[src/rtl/sfcr_pkg.sv]
// Package for the sync-framed checksum receiver.
// Frame layout constants and the result record type; no dependencies.
`timescale 1ns / 1ps

package sfcr_pkg;

  localparam int unsigned BYTE_W   = 8;
  localparam int unsigned POS_W    = 3;
  localparam int unsigned SUM_W    = 11;
  localparam int unsigned PAYLOAD_LEN = 5;
  localparam int unsigned IDX_W    = 3;

  localparam logic [BYTE_W-1:0] SYNC_BYTE    = 8'hFF;
  localparam logic [BYTE_W-1:0] ALT_CHECK    = 8'hFE;
  localparam logic [BYTE_W-1:0] CENTER_VALUE = 8'h80;
  localparam logic [SUM_W-1:0]  ALT_SUM      = 11'h0FF;
  localparam int unsigned       LOCK_BIT     = 1;

  localparam logic [POS_W-1:0] HEADER_POS    = 3'd0;
  localparam logic [POS_W-1:0] FIRST_PAYLOAD = 3'd1;
  localparam logic [POS_W-1:0] LAST_PAYLOAD  = 3'd5;
  localparam logic [POS_W-1:0] CHECK_POS     = 3'd6;

  localparam logic [IDX_W-1:0] EXT_IDX   = 3'd0;
  localparam logic [IDX_W-1:0] CHIN_IDX  = 3'd1;
  localparam logic [IDX_W-1:0] TILT_IDX  = 3'd2;
  localparam logic [IDX_W-1:0] PITCH_IDX = 3'd3;
  localparam logic [IDX_W-1:0] YAW_IDX   = 3'd4;

  typedef struct packed {
    logic              frame_done;
    logic              check_ok;
    logic [BYTE_W-1:0] ext_value;
    logic [BYTE_W-1:0] chin_value;
    logic [BYTE_W-1:0] tilt_value;
    logic [BYTE_W-1:0] pitch_value;
    logic [BYTE_W-1:0] yaw_value;
  } result_t;

endpackage

[src/rtl/sfcr_channels.sv]
// Valid/ready channel interfaces for the receiver: byte input and result output.
// Depends on sfcr_pkg for field widths.
`timescale 1ns / 1ps

interface sfcr_byte_if;
  import sfcr_pkg::*;
  logic              valid;
  logic              ready;
  logic [BYTE_W-1:0] rx_byte;

  modport source (output valid, output rx_byte, input ready);
  modport sink   (input valid, input rx_byte, output ready);
endinterface

interface sfcr_result_if;
  import sfcr_pkg::*;
  logic              valid;
  logic              ready;
  logic              frame_done;
  logic              check_ok;
  logic [BYTE_W-1:0] ext_value;
  logic [BYTE_W-1:0] chin_value;
  logic [BYTE_W-1:0] tilt_value;
  logic [BYTE_W-1:0] pitch_value;
  logic [BYTE_W-1:0] yaw_value;

  modport source (output valid, output frame_done, output check_ok, output ext_value,
                  output chin_value, output tilt_value, output pitch_value,
                  output yaw_value, input ready);
  modport sink   (input valid, input frame_done, input check_ok, input ext_value,
                  input chin_value, input tilt_value, input pitch_value,
                  input yaw_value, output ready);
endinterface

[src/rtl/sfcr_frame_core.sv]
// Frame tracker: position, running sum, payload bytes and latched control values.
// Updates on each accepted byte and presents the post-update result. Uses sfcr_pkg.
`timescale 1ns / 1ps

module sfcr_frame_core
  import sfcr_pkg::*;
(
  input  logic              clk,
  input  logic              rst,
  input  logic              step,
  input  logic [BYTE_W-1:0] rx_byte,
  output result_t           result_next
);

  logic [POS_W-1:0]  position, position_next;
  logic [SUM_W-1:0]  running_sum, running_sum_next;
  logic [BYTE_W-1:0] payload [PAYLOAD_LEN];
  logic [BYTE_W-1:0] ext_latched, ext_latched_next;
  logic [BYTE_W-1:0] chin_latched, chin_latched_next;
  logic [BYTE_W-1:0] tilt_latched, tilt_latched_next;
  logic [BYTE_W-1:0] pitch_latched, pitch_latched_next;
  logic [BYTE_W-1:0] yaw_latched, yaw_latched_next;
  logic              check_flag, check_flag_next;

  logic [POS_W-1:0]  pos_eff;
  logic [IDX_W-1:0]  wr_idx;
  logic              wr_en;
  logic              done;
  logic              pass;

  always_comb begin
    pos_eff            = (rx_byte == SYNC_BYTE) ? HEADER_POS : position;
    wr_idx             = IDX_W'(pos_eff - FIRST_PAYLOAD);
    wr_en              = 1'b0;
    done               = 1'b0;
    pass               = (running_sum[BYTE_W-1:0] == rx_byte) ||
                         (running_sum == ALT_SUM && rx_byte == ALT_CHECK);
    position_next      = position;
    running_sum_next   = running_sum;
    ext_latched_next   = ext_latched;
    chin_latched_next  = chin_latched;
    tilt_latched_next  = tilt_latched;
    pitch_latched_next = pitch_latched;
    yaw_latched_next   = yaw_latched;
    check_flag_next    = check_flag;

    if (pos_eff inside {[FIRST_PAYLOAD:LAST_PAYLOAD]}) begin
      wr_en            = 1'b1;
      running_sum_next = running_sum + SUM_W'(rx_byte);
      position_next    = pos_eff + POS_W'(1);
    end else if (pos_eff == CHECK_POS) begin
      done            = 1'b1;
      check_flag_next = pass;
      if (pass) begin
        ext_latched_next = payload[EXT_IDX];
        if (!payload[EXT_IDX][LOCK_BIT]) begin
          chin_latched_next  = payload[CHIN_IDX];
          tilt_latched_next  = payload[TILT_IDX];
          pitch_latched_next = payload[PITCH_IDX];
          yaw_latched_next   = payload[YAW_IDX];
        end
      end
      position_next = HEADER_POS;
    end else begin
      running_sum_next = '0;
      position_next    = FIRST_PAYLOAD;
    end

    result_next.frame_done  = done;
    result_next.check_ok    = check_flag_next;
    result_next.ext_value   = ext_latched_next;
    result_next.chin_value  = chin_latched_next;
    result_next.tilt_value  = tilt_latched_next;
    result_next.pitch_value = pitch_latched_next;
    result_next.yaw_value   = yaw_latched_next;
  end

  always_ff @(posedge clk) begin
    if (rst) begin
      position      <= HEADER_POS;
      running_sum   <= '0;
      ext_latched   <= '0;
      chin_latched  <= '0;
      tilt_latched  <= '0;
      pitch_latched <= CENTER_VALUE;
      yaw_latched   <= CENTER_VALUE;
      check_flag    <= 1'b0;
    end else if (step) begin
      position      <= position_next;
      running_sum   <= running_sum_next;
      ext_latched   <= ext_latched_next;
      chin_latched  <= chin_latched_next;
      tilt_latched  <= tilt_latched_next;
      pitch_latched <= pitch_latched_next;
      yaw_latched   <= yaw_latched_next;
      check_flag    <= check_flag_next;
    end
  end

  always_ff @(posedge clk) begin
    if (step && wr_en) begin
      payload[wr_idx] <= rx_byte;
    end
  end

endmodule

[src/rtl/sync_frame_checksum_receiver.sv]
// Top level of the sync-framed checksum receiver.
// Depends on sfcr_pkg, sfcr_channels and sfcr_frame_core.
//
// Usage:
//   frame_in carries one received serial byte per transaction (rx_byte).
//   frame_out carries one result per input byte: frame_done marks the
//   checksum byte of a frame, check_ok is the outcome of the latest
//   checksum test, and the five value fields are the latched extended and
//   control bytes after that byte has been taken.
//   A byte of 0xFF restarts a frame at any point. A frame is a header, five
//   payload bytes and a checksum byte.
//   The result appears on frame_out in the cycle after the input
//   transaction. Throughput: one byte per cycle while frame_out takes each
//   result, limited only by the single output register.
//   Stall: while frame_out is valid and not taken, frame_in.ready is low;
//   taking the waiting result lets a new byte in on the same cycle.
//   Reset: frame position and sum clear, check_ok is 0, the extended, chin
//   and tilt values are 0x00, pitch and yaw are 0x80; no result is pending.
`timescale 1ns / 1ps

module sync_frame_checksum_receiver
  import sfcr_pkg::*;
(
  input  logic          clk,
  input  logic          rst,
  sfcr_byte_if.sink     frame_in,
  sfcr_result_if.source frame_out
);

  logic    out_valid;
  result_t out_data;
  result_t result_next;
  logic    step;

  assign frame_in.ready = !out_valid || frame_out.ready;
  assign step           = frame_in.valid && frame_in.ready;

  sfcr_frame_core u_core (
    .clk         (clk),
    .rst         (rst),
    .step        (step),
    .rx_byte     (frame_in.rx_byte),
    .result_next (result_next)
  );

  always_ff @(posedge clk) begin
    if (rst) begin
      out_valid <= 1'b0;
    end else if (frame_in.ready) begin
      out_valid <= frame_in.valid;
    end
  end

  always_ff @(posedge clk) begin
    if (step) begin
      out_data <= result_next;
    end
  end

  assign frame_out.valid       = out_valid;
  assign frame_out.frame_done  = out_data.frame_done;
  assign frame_out.check_ok    = out_data.check_ok;
  assign frame_out.ext_value   = out_data.ext_value;
  assign frame_out.chin_value  = out_data.chin_value;
  assign frame_out.tilt_value  = out_data.tilt_value;
  assign frame_out.pitch_value = out_data.pitch_value;
  assign frame_out.yaw_value   = out_data.yaw_value;

endmodule

[src/flat_wrapper.sv]
// flat-port wrapper written by rule: the top's interface ports become plain ports
module sync_frame_checksum_receiver_flat import sfcr_pkg::*;
  (clk, rst, frame_in_valid, frame_in_rx_byte, frame_in_ready, frame_out_valid, frame_out_frame_done, frame_out_check_ok, frame_out_ext_value, frame_out_chin_value, frame_out_tilt_value, frame_out_pitch_value, frame_out_yaw_value, frame_out_ready);
  sfcr_byte_if frame_in_i ();
  sfcr_result_if frame_out_i ();
  input  logic clk;
  input  logic rst;
  input wire logic [$bits(frame_in_i.valid)-1:0] frame_in_valid;
  input wire logic [$bits(frame_in_i.rx_byte)-1:0] frame_in_rx_byte;
  output wire logic [$bits(frame_in_i.ready)-1:0] frame_in_ready;
  output wire logic [$bits(frame_out_i.valid)-1:0] frame_out_valid;
  output wire logic [$bits(frame_out_i.frame_done)-1:0] frame_out_frame_done;
  output wire logic [$bits(frame_out_i.check_ok)-1:0] frame_out_check_ok;
  output wire logic [$bits(frame_out_i.ext_value)-1:0] frame_out_ext_value;
  output wire logic [$bits(frame_out_i.chin_value)-1:0] frame_out_chin_value;
  output wire logic [$bits(frame_out_i.tilt_value)-1:0] frame_out_tilt_value;
  output wire logic [$bits(frame_out_i.pitch_value)-1:0] frame_out_pitch_value;
  output wire logic [$bits(frame_out_i.yaw_value)-1:0] frame_out_yaw_value;
  input wire logic [$bits(frame_out_i.ready)-1:0] frame_out_ready;
  assign frame_in_i.valid = frame_in_valid;
  assign frame_in_i.rx_byte = frame_in_rx_byte;
  assign frame_in_ready = frame_in_i.ready;
  assign frame_out_valid = frame_out_i.valid;
  assign frame_out_frame_done = frame_out_i.frame_done;
  assign frame_out_check_ok = frame_out_i.check_ok;
  assign frame_out_ext_value = frame_out_i.ext_value;
  assign frame_out_chin_value = frame_out_i.chin_value;
  assign frame_out_tilt_value = frame_out_i.tilt_value;
  assign frame_out_pitch_value = frame_out_i.pitch_value;
  assign frame_out_yaw_value = frame_out_i.yaw_value;
  assign frame_out_i.ready = frame_out_ready;
  sync_frame_checksum_receiver u_core (.clk(clk), .rst(rst), .frame_in(frame_in_i), .frame_out(frame_out_i));
endmodule
[config.mk]
export PLATFORM = sky130hd
export DESIGN_NAME = sync_frame_checksum_receiver_flat
export DESIGN_NICKNAME = d
export VERILOG_FILES = /design/src/rtl/sfcr_pkg.sv /design/src/rtl/sfcr_channels.sv /design/src/rtl/sfcr_frame_core.sv /design/src/rtl/sync_frame_checksum_receiver.sv /design/src/flat_wrapper.sv
export SDC_FILE = /design/constraint.sdc
export NUM_CORES = 1
export LEC_CHECK = 0
export BUFFER_PORTS_ARGS = -buffer_cell sky130_fd_sc_hd__buf_2
export CELL_PAD_IN_SITES_DETAIL_PLACEMENT = 1
export CELL_PAD_IN_SITES_GLOBAL_PLACEMENT = 1
export CORE_ASPECT_RATIO = 1.1
export CORE_UTILIZATION = 43
export DETAILED_ROUTE_END_ITERATION = 10
export PLACE_DENSITY_LB_ADDON = 0.08
export RECOVER_POWER = 25
export SETUP_SLACK_MARGIN = 0.1
export SLEW_MARGIN = 20
export SYNTH_ARGS = -nofsm -noshare
export SYNTH_HDL_FRONTEND = slang
export SYNTH_SLANG_ARGS = --single-unit
[constraint.sdc]
create_clock -name clk -period 2.6 [get_ports clk]
set_input_delay 0.26 -clock clk [delete_from_list [all_inputs] [get_ports clk]]
set_output_delay 0.26 -clock clk [all_outputs]
set_load 0.02 [all_outputs]
* After elaboration in Yosys (flattened, before gate mapping)
Memories as Yosys holds them, arrays and structs flattened. Cells that the tools add are included.
Storage, ports and cells: register bits after elaboration 98, latch bits 0, memories kept 1, memory bits (read-only) 0, RAM bits 40
Memory list:
- u_core.u_core.payload | words 5, width 8, rd ports 5, clocked after Yosys merged registers in 0, write ports 1, RTL line sfcr_frame_core.sv:17 | logic [BYTE_W-1:0] payload [PAYLOAD_LEN];
Operators by class: add/subtract/negate cells 3, div/mod/pow operators 0, $lt $le $gt $ge 2, bitwise operators 0, reduce and logical (&&, ||, !) cells 8, shifts and indexed selects 0, mux-type cells 30, $mul 0, equal/unequal tests 6
Operator list (number):
- $mux 8 | 19
- $mux 11 | 2
- $eq 8x8->1 const B | 2
- $add 11x8->11 | 1
- $eq 11x8->1 const B | 1
- $eq 8x8->1 | 1
- $mux 1 | 7
- $mux 3 | 2
- $logic_and 1x1->1 | 4
- $add 3x1->3 const B | 1
- $eq 3x3->1 const B | 1
- $ge 3x1->1 const B | 1
- $le 3x3->1 const B | 1
- $sub 3x1->3 const B | 1
- $logic_or 1x1->1 | 2
- $ne 2x2->1 const B | 1
- $reduce_and 2->1 | 1
- $logic_not 1->1 | 1

* Longest topological paths before layout
Gate-level depths: netlist of run 1.
word-level depth 8, mapped depth 10, gate-level depth less buffers 9

* Hierarchy
A second synthesis of run 1 with hierarchy kept.
Second synthesis, totals: cell total of the unflattened synthesis 487, area, all modules 5921.9 µm²
Modules (own cells, without submodules):
- sfcr_frame_core | cells each 440, times used 1, area an instance 4605.7 µm²
- sync_frame_checksum_receiver | cells each 47, times used 1, area an instance 1316.3 µm²

* Worst setup path after synthesis of run 1
Ideal clock, no wire load.
path type register to register, start reg u_core.out_valid (netlist: u_core.frame_out.valid), end reg u_core.u_core.position[0], cell stages (with the launch flop) 7, data required time 2.529 ns, clock period less this slack 2.679 ns, arrival 2.608 ns, slack -0.079 ns, cells stage by stage dfxtp_1 nand2b_1 nand2_1 inv_1 nand2_1 a31o_2 a21oi_1
Between the ends: longest elaborated chain between the ends 3
Ends and longest elaborated chain:
- start, declared | RTL line sync_frame_checksum_receiver.sv:30 | logic out_valid;
- start signal, assigned | RTL line sync_frame_checksum_receiver.sv:50 | out_valid <= frame_in.valid;
- $logic_not 1->1 | RTL line sync_frame_checksum_receiver.sv:35 | assign frame_in.ready = !out_valid || frame_out.ready;
- $logic_or 1x1->1 | RTL line sync_frame_checksum_receiver.sv:35
- net frame_in_ready | RTL line flat_wrapper.sv:10 | output wire logic [$bits(frame_in_i.ready)-1:0] frame_in_ready;
- $logic_and 1x1->1 | RTL line sync_frame_checksum_receiver.sv:36 | assign step = frame_in.valid && frame_in.ready;
- net u_core.step | RTL line sync_frame_checksum_receiver.sv:33 | logic step;
- end signal, assigned | RTL line sfcr_frame_core.sv:89 | position <= position_next;
- end, declared | RTL line sfcr_frame_core.sv:15 | logic [POS_W-1:0] position, position_next;
The timed path passes the listed nets, and every way through them passes these cells. A chain may end at the register's enable or synchronous reset.

==> flow_summary_export.csv, run 1 <==
group,metric,value,unit
synth,synthMuxAreaShare,14.7,%
route,num_vias,3951,
clocking,insertion_delay,0.42,ns
final_layout,regMostFlops,"u_core.u_core.payload",
timing,slew_headroom,62.0,%
synth,synth_cells,465,
clocking,root_buffer,"clkbuf_16",
grt,grtUsageTotal,21.6,%
die,num_rows,44,
pwr,p_sw_share,22.2,%
die,dieArea,0.0140,mm²
die,core,0.0132,mm²
timing,drv_slew,0,
pwr,p_leak,2.62,nW
min_path,holdCritStartpoint,"frame_in_valid",
final_layout,final_common_cell,"nand2_1",
synth,netlist_top_cells_area,"edfxtp_1, dfxtp_1, mux2_2",
min_path,hold_path_depth,3,
setup_path,path_cells,"ha_1 > or4_4 > nor2_4 > a21oi_2 > nor3_4 > buf_6 > clkbuf_16 > mux2_2",
route,avgViaCountPerCell,5.38,
setup_path,crit_arrival,2.64,ns
route,avgRoutedWirePerCell,19.9,µm
setup_path,critPathKind,"reg2reg",
synth,yosys.area_share.simple,12.2,%
synth,yosys_register_bits,138,
clocking,cts_hold_buffers,0,
setup_path,start_kind,"flip-flop",
route,ant_nets,0,
setup_path,r2r_start,"u_core.u_core.running_sum[5]$_SDFFE_PP0P_",
route,wl,14.6,mm
job,drv_cap,0,
final_layout,syn2layout_area_growth,22.9,%
grt,grt_pass1_wl,22.0,mm
grt,grt_max_degree,70,
setup_path,required,2.77,ns
die,ioPinCount,56,
timing,setup_viol,0,
synth,ys_async_sr_fraction,0,%
timing,worst_pin_slew,0.565,ns
pwr,power_density,693,mW/mm²
min_path,min_to,"u_core.frame_out.valid$_SDFFE_PP0N_",
timing,fmax,0.405,GHz
synth,synth_fa_ha_area_share,2.92,%
clocking,cts_tree,"built",
setup_path,endpoint_kind,"flip-flop",
clocking,numCtsBuffers,17,
route,drt_iter0_markers,158,
timing,fin_hold_ws,0.0827,ns
clocking,cts.clk_slew.worst_paths,0.06,ns
status,status,"finished, final reports clean",
timing,timing.final.crit_period,2.47,ns
die,die_width,113,µm
setup_path,critPathMaxStageDelay,0.55,ns
timing,skew,0.00495,ns
final_layout,final_cell_area,0.00717,mm²
placed_design,dpl.hpwl,9.14,mm
timing,finalHoldViolCount,0,
synth,synthXorXnorAreaFrac,0.600,%
clocking,clk_path_buf_depth,2,
setup_path,rr_worst_depth,8,
placed_design,gp_congestion,0.851,
route,dr.pass1.iters,4,
timing,setup_slack,0.129,ns
pwr,power,4.97,mW
pwr,ir_drop,0.400,mV
final_layout,layout-drive-gt1-share,24.4,%
timing,post-route-period-util,95.1,%
synth,yosys_warnings,0,
final_layout,most-common-layout-cells,"nand2_1, edfxtp_1, dfxtp_1",
pwr,p_int,3.87,mW
synth,yosysUniqueCellTypes,51,
synth,netlist.area_leader.share,42.2,%
pwr,seqPwrFrac,47.7,%
final_layout,layout.nets,585,
synth,synthesis.area,0.00584,mm²
grt,gr-total-overflow,0,
final_layout,top_regs,"u_core.u_core.payload x40, u_core.u_core.running_sum x11",
synth,synth_top_family_by_area,"multiplexers",
placed_design,portBuffers,55,
die,chipHeight,124,µm
synth,synth_fp_nets,490,
synth,ys.flop_type,"edfxtp_1",
synth,ys_seq_area_share,61.4,%
timing,rsz0062_at_grt,"false",
synth,synth-compound-area-share,5.42,%
placed_design,dp_slack,-0.0155,ns
pwr,pwr-share-comb,6.1,%
grt,grt_pass1_vias,4064,
setup_path,slowest_stage,"or4_4",
synth,synth_edf_count,82,
setup_path,crit_fanout,8,
grt,antenna_found_initial,0,
die,initial_utilization,44.2,%
clocking,cts.sinks,138,
synth,syn_area_per_cell,12.5,µm²
placed_design,placed_area,0.00652,mm²
pwr,clkPwrFrac,46.2,%
setup_path,r2r_slack,0.13,ns
pwr,switching_power,1.10,mW
clocking,cts_max_level,4,
min_path,min_path_type,"in2reg",
final_layout,num-fill-cells,1363,
final_layout,insertedDiodeCount,0,
setup_path,regToRegEndpoint,"u_core.frame_out.tilt_value[2]$_DFFE_PP_",
synth,yosys.area.top_type,"edfxtp_1",
final_layout,largest_reg_flops,40,
route,drc_errors,0,
-- critical path: cells and delay by family (launching register included) --
kind                     cells  cell delay, ns
AND/OR/NAND/NOR              3            0.87
multiplexers                 1            0.33
buffers and inverters        2            0.33
AO/OA/AOI/OAI                1            0.07
adder cells (fa/ha/maj)      1            0.30
flip-flops                   1            0.33
-- logic make-up after synthesis --
group                    Yosys count
XOR/XNOR                           4
AO/OA/AOI/OAI                     46
adder cells (fa/ha/maj)           13
buffers and inverters             29
multiplexers                      81
flip-flops                       138
AND/OR/NAND/NOR                  154
-- power by group through the flow --
stage | registers [mW] | clock network (mW) | logic (mW)
after floorplan | 2.45 | 0 | 0.131
after global placement | 2.41 | 0 | 0.305
after detailed placement | 2.41 | 0 | 0.311
after CTS | 2.37 | 2.35 | 0.314
after global routing | 2.37 | 2.42 | 0.333
final | 2.37 | 2.30 | 0.302
-- metal layers --
layer  wire length [µm]  GRT usage (%)  up-vias
li1                   -              -     1893
met1               6520           25.6     1974
met2               7420           37.8       64
met3                357           4.33       20
met4                274           10.5        0
met5                  0              0        -
-- area by class of cell --
class / instances / area, µm² / area share, %
well taps: 161 / 201 / 2.81
multi-input cells: 298 / 2170 / 30.2
repair buffers: 96 / 624 / 8.71
inverters: 9 / 37.5 / 0.523
clock inverters: 10 / 100 / 1.40
clock buffers: 22 / 454 / 6.33
flip-flops and latches: 138 / 3590 / 50.0
-- cells in the mapped netlist, types with 2 or more instances --
cell type  instances
nand4_1            7
or2b_1             2
nor4_1             3
mux2_2            38
o211ai_1           2
nand3_1            7
nor3_1             5
buf_6              6
or4_1              4
ha_1              12
or3_1              3
and2_1             3
mux2i_1           42
xor2_1             3
inv_1              8
o21a_1             2
a32oi_1            3
a21o_1             3
dfxtp_1           56
a21oi_1           11
a22oi_1            5
nand2b_1           2
edfxtp_1          82
nand2_1           91
a211oi_1           2
o21ai_0            8
and4_1             2
nor2_1            19
clkbuf_1          12
-- worst max-delay path by stage --
stage                                         startpoint                                         to
2_1_floorplan  u_core.u_core.running_sum[5]$_SDFFE_PP0P_   u_core.frame_out.chin_value[0]$_DFFE_PP_
3_3_place_gp                         frame_in_rx_byte[3]      u_core.u_core.payload[4][3]$_DFFE_PP_
3_5_place_dp                         frame_in_rx_byte[3]   u_core.frame_out.chin_value[1]$_DFFE_PP_
4_1_cts        u_core.u_core.running_sum[5]$_SDFFE_PP0P_    u_core.frame_out.yaw_value[4]$_DFFE_PP_
5_1_grt        u_core.u_core.running_sum[3]$_SDFFE_PP0P_  u_core.frame_out.pitch_value[5]$_DFFE_PP_
6_report       u_core.u_core.running_sum[5]$_SDFFE_PP0P_   u_core.frame_out.tilt_value[2]$_DFFE_PP_
-- per-stage QoR --
stage / utilization [%] / setup TNS (ns) / cells
after floorplan: - / 0 / 465
after global placement: 49.4 / 0 / 696
after detailed placement: 49.4 / -0.0472 / 696
after CTS: 54.0 / 0 / 732
after global routing: 54.3 / 0 / 734
final: 54.3 / 0 / 734
-- what timing repair did --
action                                 in CTS  in global routing
setup endpoints to repair                  33                 41
gates cloned                                1                  2
endpoints found under the hold margin       0                  0
pin swaps                                   1                  3
buffers inserted                            3                  0
resized for setup                           6                  8
(Power assumes the default switching activity.)
==> run 2, diff against run 1 <==
- RECOVER_POWER: 25 -> unset
==> flow_summary_export.csv, run 2 (same netlist as run 1, synthesis figures left out) <==
group,metric,value,unit
timing,slew_headroom,62.0,%
clocking,cts.clk_slew.worst_paths,0.06,ns
die,core,0.0132,mm²
pwr,p_leak,2.76,nW
die,dieArea,0.0140,mm²
clocking,cts_tree,"built",
route,drc_errors,0,
status,status,"finished, final reports clean",
grt,grt_pass1_vias,4064,
placed_design,dpl.cell_count,696,
timing,skew,0.00497,ns
pwr,ir_drop,0.400,mV
setup_path,critPathKind,"reg2reg",
grt,grt_pass1_wl,22.0,mm
setup_path,start_kind,"flip-flop",
die,chipHeight,124,µm
final_layout,most-common-layout-cells,"nand2_1, edfxtp_1, buf_2",
grt,grt_max_degree,70,
pwr,p_sw_share,22.1,%
die,initial_utilization,44.2,%
pwr,seqPwrFrac,47.5,%
pwr,power,4.98,mW
final_layout,instances_no_fill,734,
grt,antenna_found_initial,0,
route,wl,14.5,mm
clocking,numCtsBuffers,17,
pwr,switching_power,1.10,mW
pwr,power_density,688,mW/mm²
route,drt_iter0_markers,162,
setup_path,crit_fanout,8,
route,num_vias,3960,
timing,finalHoldViolCount,0,
timing,timing.final.crit_period,2.46,ns
min_path,min_path_type,"in2reg",
timing,setup_viol,0,
timing,post-route-period-util,94.8,%
final_layout,final_common_cell,"nand2_1",
die,die_width,113,µm
die,ioPinCount,56,
clocking,root_buffer,"clkbuf_16",
pwr,pwr-share-comb,6.3,%
final_layout,top_regs,"u_core.u_core.payload x40, u_core.u_core.running_sum x11",
placed_design,portBuffers,55,
placed_design,dpl.hpwl,9.14,mm
final_layout,regMostFlops,"u_core.u_core.payload",
die,num_rows,44,
route,ant_nets,0,
clocking,cts_max_level,4,
timing,fmax,0.406,GHz
setup_path,endpoint_kind,"flip-flop",
timing,fin_tns_setup,0,ns
clocking,cts.sinks,138,
clocking,clk_path_buf_depth,2,
final_layout,syn2layout_area_growth,24.1,%
route,dr.pass1.iters,4,
pwr,p_int,3.88,mW
route,avgRoutedWirePerCell,19.8,µm
job,drv_cap,0,
clocking,insertion_delay,0.42,ns
timing,rsz0062_at_grt,"false",
route,avgViaCountPerCell,5.40,
grt,grtUsageTotal,21.6,%
final_layout,layout-drive-gt1-share,31.6,%
timing,worst_pin_slew,0.565,ns
pwr,clkPwrFrac,46.2,%
final_layout,layout.nets,585,
setup_path,crit_arrival,2.63,ns
placed_design,gp_congestion,0.851,
final_layout,largest_reg_flops,40,
setup_path,required,2.77,ns
timing,drv_slew,0,
final_layout,insertedDiodeCount,0,
grt,gr-total-overflow,0,
## run 2: layout make-up
cell class              instances  area (µm²)
well taps                     161         201
multi-input cells             298        2170
inverters                       9        37.5
fillers                      1357        5970
repair buffers                 96         696
clock buffers                  22         454
flip-flops and latches        138        3590
clock inverters                10         100
## run 2: worst max-delay path, stage by stage, from the launching register on
cell       delay (ns)
dfxtp_1          0.33
ha_1             0.30
or4_4            0.55
nor2_4           0.11
a21oi_2          0.06
nor3_4           0.20
buf_6            0.16
clkbuf_16        0.17
mux2_2           0.33
## run 2: per-layer routing
| layer | GRT usage, % | vias to the layer above | part of all wire (%) |
|---|---|---|---|
| met5 | 0 | - | 0 |
| met4 | 10.5 | 0 | 1.9 |
| met1 | 25.6 | 1985 | 45 |
| met2 | 37.8 | 63 | 51 |
| li1 | - | 1892 | - |
| met3 | 4.33 | 20 | 2.3 |
## run 2: power groups by stage
stage,Sequential [mW],Clock [mW],Combinational (mW)
3_3_place_gp,2.41,0,0.305
6_report,2.37,2.30,0.314
2_1_floorplan,2.45,0,0.131
5_1_grt,2.37,2.42,0.345
3_5_place_dp,2.41,0,0.311
4_1_cts,2.37,2.35,0.314
## run 2: final timing paths
path                                              startpoint                                    endpoint  slack (ns)  depth (start not counted)
setup / recovery   u_core.u_core.running_sum[5]$_SDFFE_PP0P_     u_core.frame_out.yaw_value[3]$_DFFE_PP_        0.14                          8
hold / removal                           frame_in_rx_byte[5]       u_core.u_core.payload[0][5]$_DFFE_PP_        0.08                          1
setup reg to reg   u_core.u_core.running_sum[5]$_SDFFE_PP0P_     u_core.frame_out.yaw_value[3]$_DFFE_PP_        0.14                          8
hold reg to reg   u_core.u_core.tilt_latched[1]$_SDFFE_PP0P_  u_core.u_core.tilt_latched[1]$_SDFFE_PP0P_        0.46                          2
## run 2: through the flow
step / hold slack (ns) / utilization [%] / area (µm²) / worst slack, ns
floorplan: 0.359 / - / 5860 / 0.134
global placement: 0.439 / 49.4 / 6520 / 0.0377
detailed placement: 0.450 / 49.4 / 6520 / -0.0155
CTS: 0.0551 / 54.0 / 7140 / 0.0788
global route: 0.0737 / 54.8 / 7240 / 0.0719
finish: 0.0824 / 54.8 / 7240 / 0.136
## run 2: repair_timing
item | in CTS | in global routing
cloned | 1 | 2
hold endpoints to repair | 0 | 0
setup endpoints to repair | 33 | 41
pin swaps | 1 | 3
hold buffers | 0 | 0
resized for setup | 6 | 8
setup buffers | 3 | 0
==> run 3, diff against run 2 <==
- BUFFER_PORTS_ARGS: -buffer_cell sky130_fd_sc_hd__buf_2 -> -buffer_cell sky130_fd_sc_hd__buf_4
==> flow_summary_export.csv, run 3 (same netlist as run 1, synthesis figures left out) <==
group,metric,value,unit
status,status,"finished, final reports clean",
setup_path,regToRegEndpoint,"u_core.frame_out.yaw_value[0]$_DFFE_PP_",
clocking,insertion_delay,0.42,ns
min_path,min_path_type,"in2reg",
job,drv_cap,0,
route,num_vias,3945,
timing,fmax,0.409,GHz
setup_path,r2r_start,"u_core.u_core.running_sum[4]$_SDFFE_PP0P_",
placed_design,portBuffers,55,
clocking,cts_max_level,4,
placed_design,dpl.cell_count,690,
timing,fin_hold_ws,0.0779,ns
pwr,ir_drop,0.393,mV
final_layout,num-fill-cells,1378,
setup_path,crit_arrival,2.61,ns
final_layout,top_regs,"u_core.u_core.payload x40, u_core.u_core.running_sum x11",
timing,setup_slack,0.156,ns
setup_path,endpoint_kind,"flip-flop",
grt,grt_pass1_wl,22.9,mm
final_layout,regMostFlops,"u_core.u_core.payload",
placed_design,dp_slack,0.0454,ns
timing,finalHoldViolCount,0,
clocking,numCtsBuffers,17,
timing,worst_pin_slew,0.631,ns
setup_path,cp-endpoint,"u_core.frame_out.yaw_value[0]$_DFFE_PP_",
grt,grt_util_met3,5.11,%
setup_path,crit_fanout,16,
clocking,clk_path_buf_depth,2,
clocking,cts_hold_buffers,0,
die,chipHeight,124,µm
final_layout,insertedDiodeCount,0,
pwr,p_leak,2.77,nW
final_layout,final_common_cell,"nand2_1",
timing,fin_tns_setup,0,ns
final_layout,largest_reg_flops,40,
timing,setup_viol,0,
setup_path,required,2.77,ns
die,dieArea,0.0140,mm²
die,die_width,113,µm
route,avgViaCountPerCell,5.43,
grt,use_met2,38.4,%
setup_path,slowest_stage,"or4_4",
grt,top_usage_layer,"met2",
grt,grtUsageTotal,22.4,%
route,wl,14.7,mm
die,ioPinCount,56,
final_layout,final_cell_area,0.00732,mm²
pwr,power_density,716,mW/mm²
timing,rsz0062_at_grt,"false",
setup_path,r2r_slack,0.16,ns
setup_path,path_cells,"ha_1 > or4_4 > nor2_4 > a21oi_2 > nor3_4 > buf_6 > buf_16 > mux2_2",
clocking,cts.clk_slew.worst_paths,0.06,ns
placed_design,placed_area,0.00659,mm²
final_layout,instances_no_fill,726,
grt,grt_pass1_vias,4110,
timing,timing.final.crit_period,2.44,ns
clocking,cts.sinks,138,
die,initial_utilization,44.2,%
setup_path,rr_worst_depth,8,
route,ant_nets,0,
route,dr.pass1.iters,4,
grt,gr-total-overflow,0,
setup_path,start_kind,"flip-flop",
final_layout,syn2layout_area_growth,25.5,%
final_layout,layout.nets,577,
grt,grt_max_degree,44,
final_layout,layout-drive-gt1-share,30.3,%
setup_path,critPathKind,"reg2reg",
placed_design,gp_congestion,0.892,
timing,drv_slew,0,
die,core,0.0132,mm²
timing,slew_headroom,57.9,%
timing,skew,0.00910,ns
clocking,root_buffer,"clkbuf_16",
die,num_rows,44,
final_layout,fin_util,55.4,%
pwr,power,5.25,mW
grt,met1_usage,27.5,%
grt,antenna_found_initial,0,
setup_path,cp-startpoint,"u_core.u_core.running_sum[4]$_SDFFE_PP0P_",
placed_design,dpl.hpwl,9.56,mm
route,drt_iter0_markers,168,
route,drc_errors,0,
setup_path,critPathMaxStageDelay,0.57,ns
clocking,cts_tree,"built",
route,avgRoutedWirePerCell,20.2,µm
timing,post-route-period-util,94.0,%
final_layout,most-common-layout-cells,"nand2_1, buf_4, edfxtp_1",
## run 3: cell types whose count changed in the layout (fill, tap and decap cells not counted), sizes merged
cell / previous run / this run
buf: 94 / 88
clkinv: 8 / 3
bufinv: 2 / 4
clkinvlp: 1 / 2
## run 3: what timing repair did
item / CTS / global route
pin swaps: 3 / 1
gates resized for setup: 9 / 2
endpoints found under the setup margin: 4 / 32
setup buffers: 2 / 0
cloned: 2 / 0
## run 3: worst max-delay path, delay by kind of cell (launching register included)
kind / cells / cell delay [ns]
fa+ha+maj: 1 / 0.29
simple gates: 3 / 0.86
flops: 1 / 0.33
mux: 1 / 0.34
buf+inv: 2 / 0.31
compound gates: 1 / 0.06
## run 3: area by class of cell
cell class	instances	area [µm²]	share of cell area [%]
Sequential cell	138	3580	48.9
Multi-Input combinational cell	298	2140	29.3
Timing Repair Buffer	88	733	10.0
Clock buffer	24	482	6.58
Tap cell	161	201	2.75
Clock inverter	8	141	1.93
Inverter	9	37.5	0.512
## run 3: worst min path at each step
stage | startpoint | cells after the start | end | slack, ns
2_1_floorplan | frame_in_rx_byte[0] | 0 | u_core.u_core.payload[0][0]$_DFFE_PP_ | 0.36
3_3_place_gp | u_core.u_core.tilt_latched[3]$_SDFFE_PP0P_ | 2 | u_core.u_core.tilt_latched[3]$_SDFFE_PP0P_ | 0.44
3_5_place_dp | u_core.u_core.pitch_latched[2]$_SDFFE_PP0P_ | 2 | u_core.u_core.pitch_latched[2]$_SDFFE_PP0P_ | 0.45
4_1_cts | frame_in_rx_byte[4] | 1 | u_core.u_core.payload[0][4]$_DFFE_PP_ | 0.07
5_1_grt | frame_in_rx_byte[4] | 1 | u_core.u_core.payload[0][4]$_DFFE_PP_ | 0.07
6_report | frame_in_rx_byte[4] | 1 | u_core.u_core.payload[3][4]$_DFFE_PP_ | 0.08
## run 3: metal layers
metal / share of wire (%) / vias up
met5: 0 / -
met4: 1.4 / 0
met3: 3.9 / 20
met2: 51 / 82
met1: 44 / 1973
li1: - / 1870
## run 3: where the power goes
part           internal (mW)  switching, mW  total, mW
logic                  0.116          0.202      0.318
registers               2.35         0.0179       2.37
clock network           1.68          0.882       2.56
total                   4.14           1.10       5.25
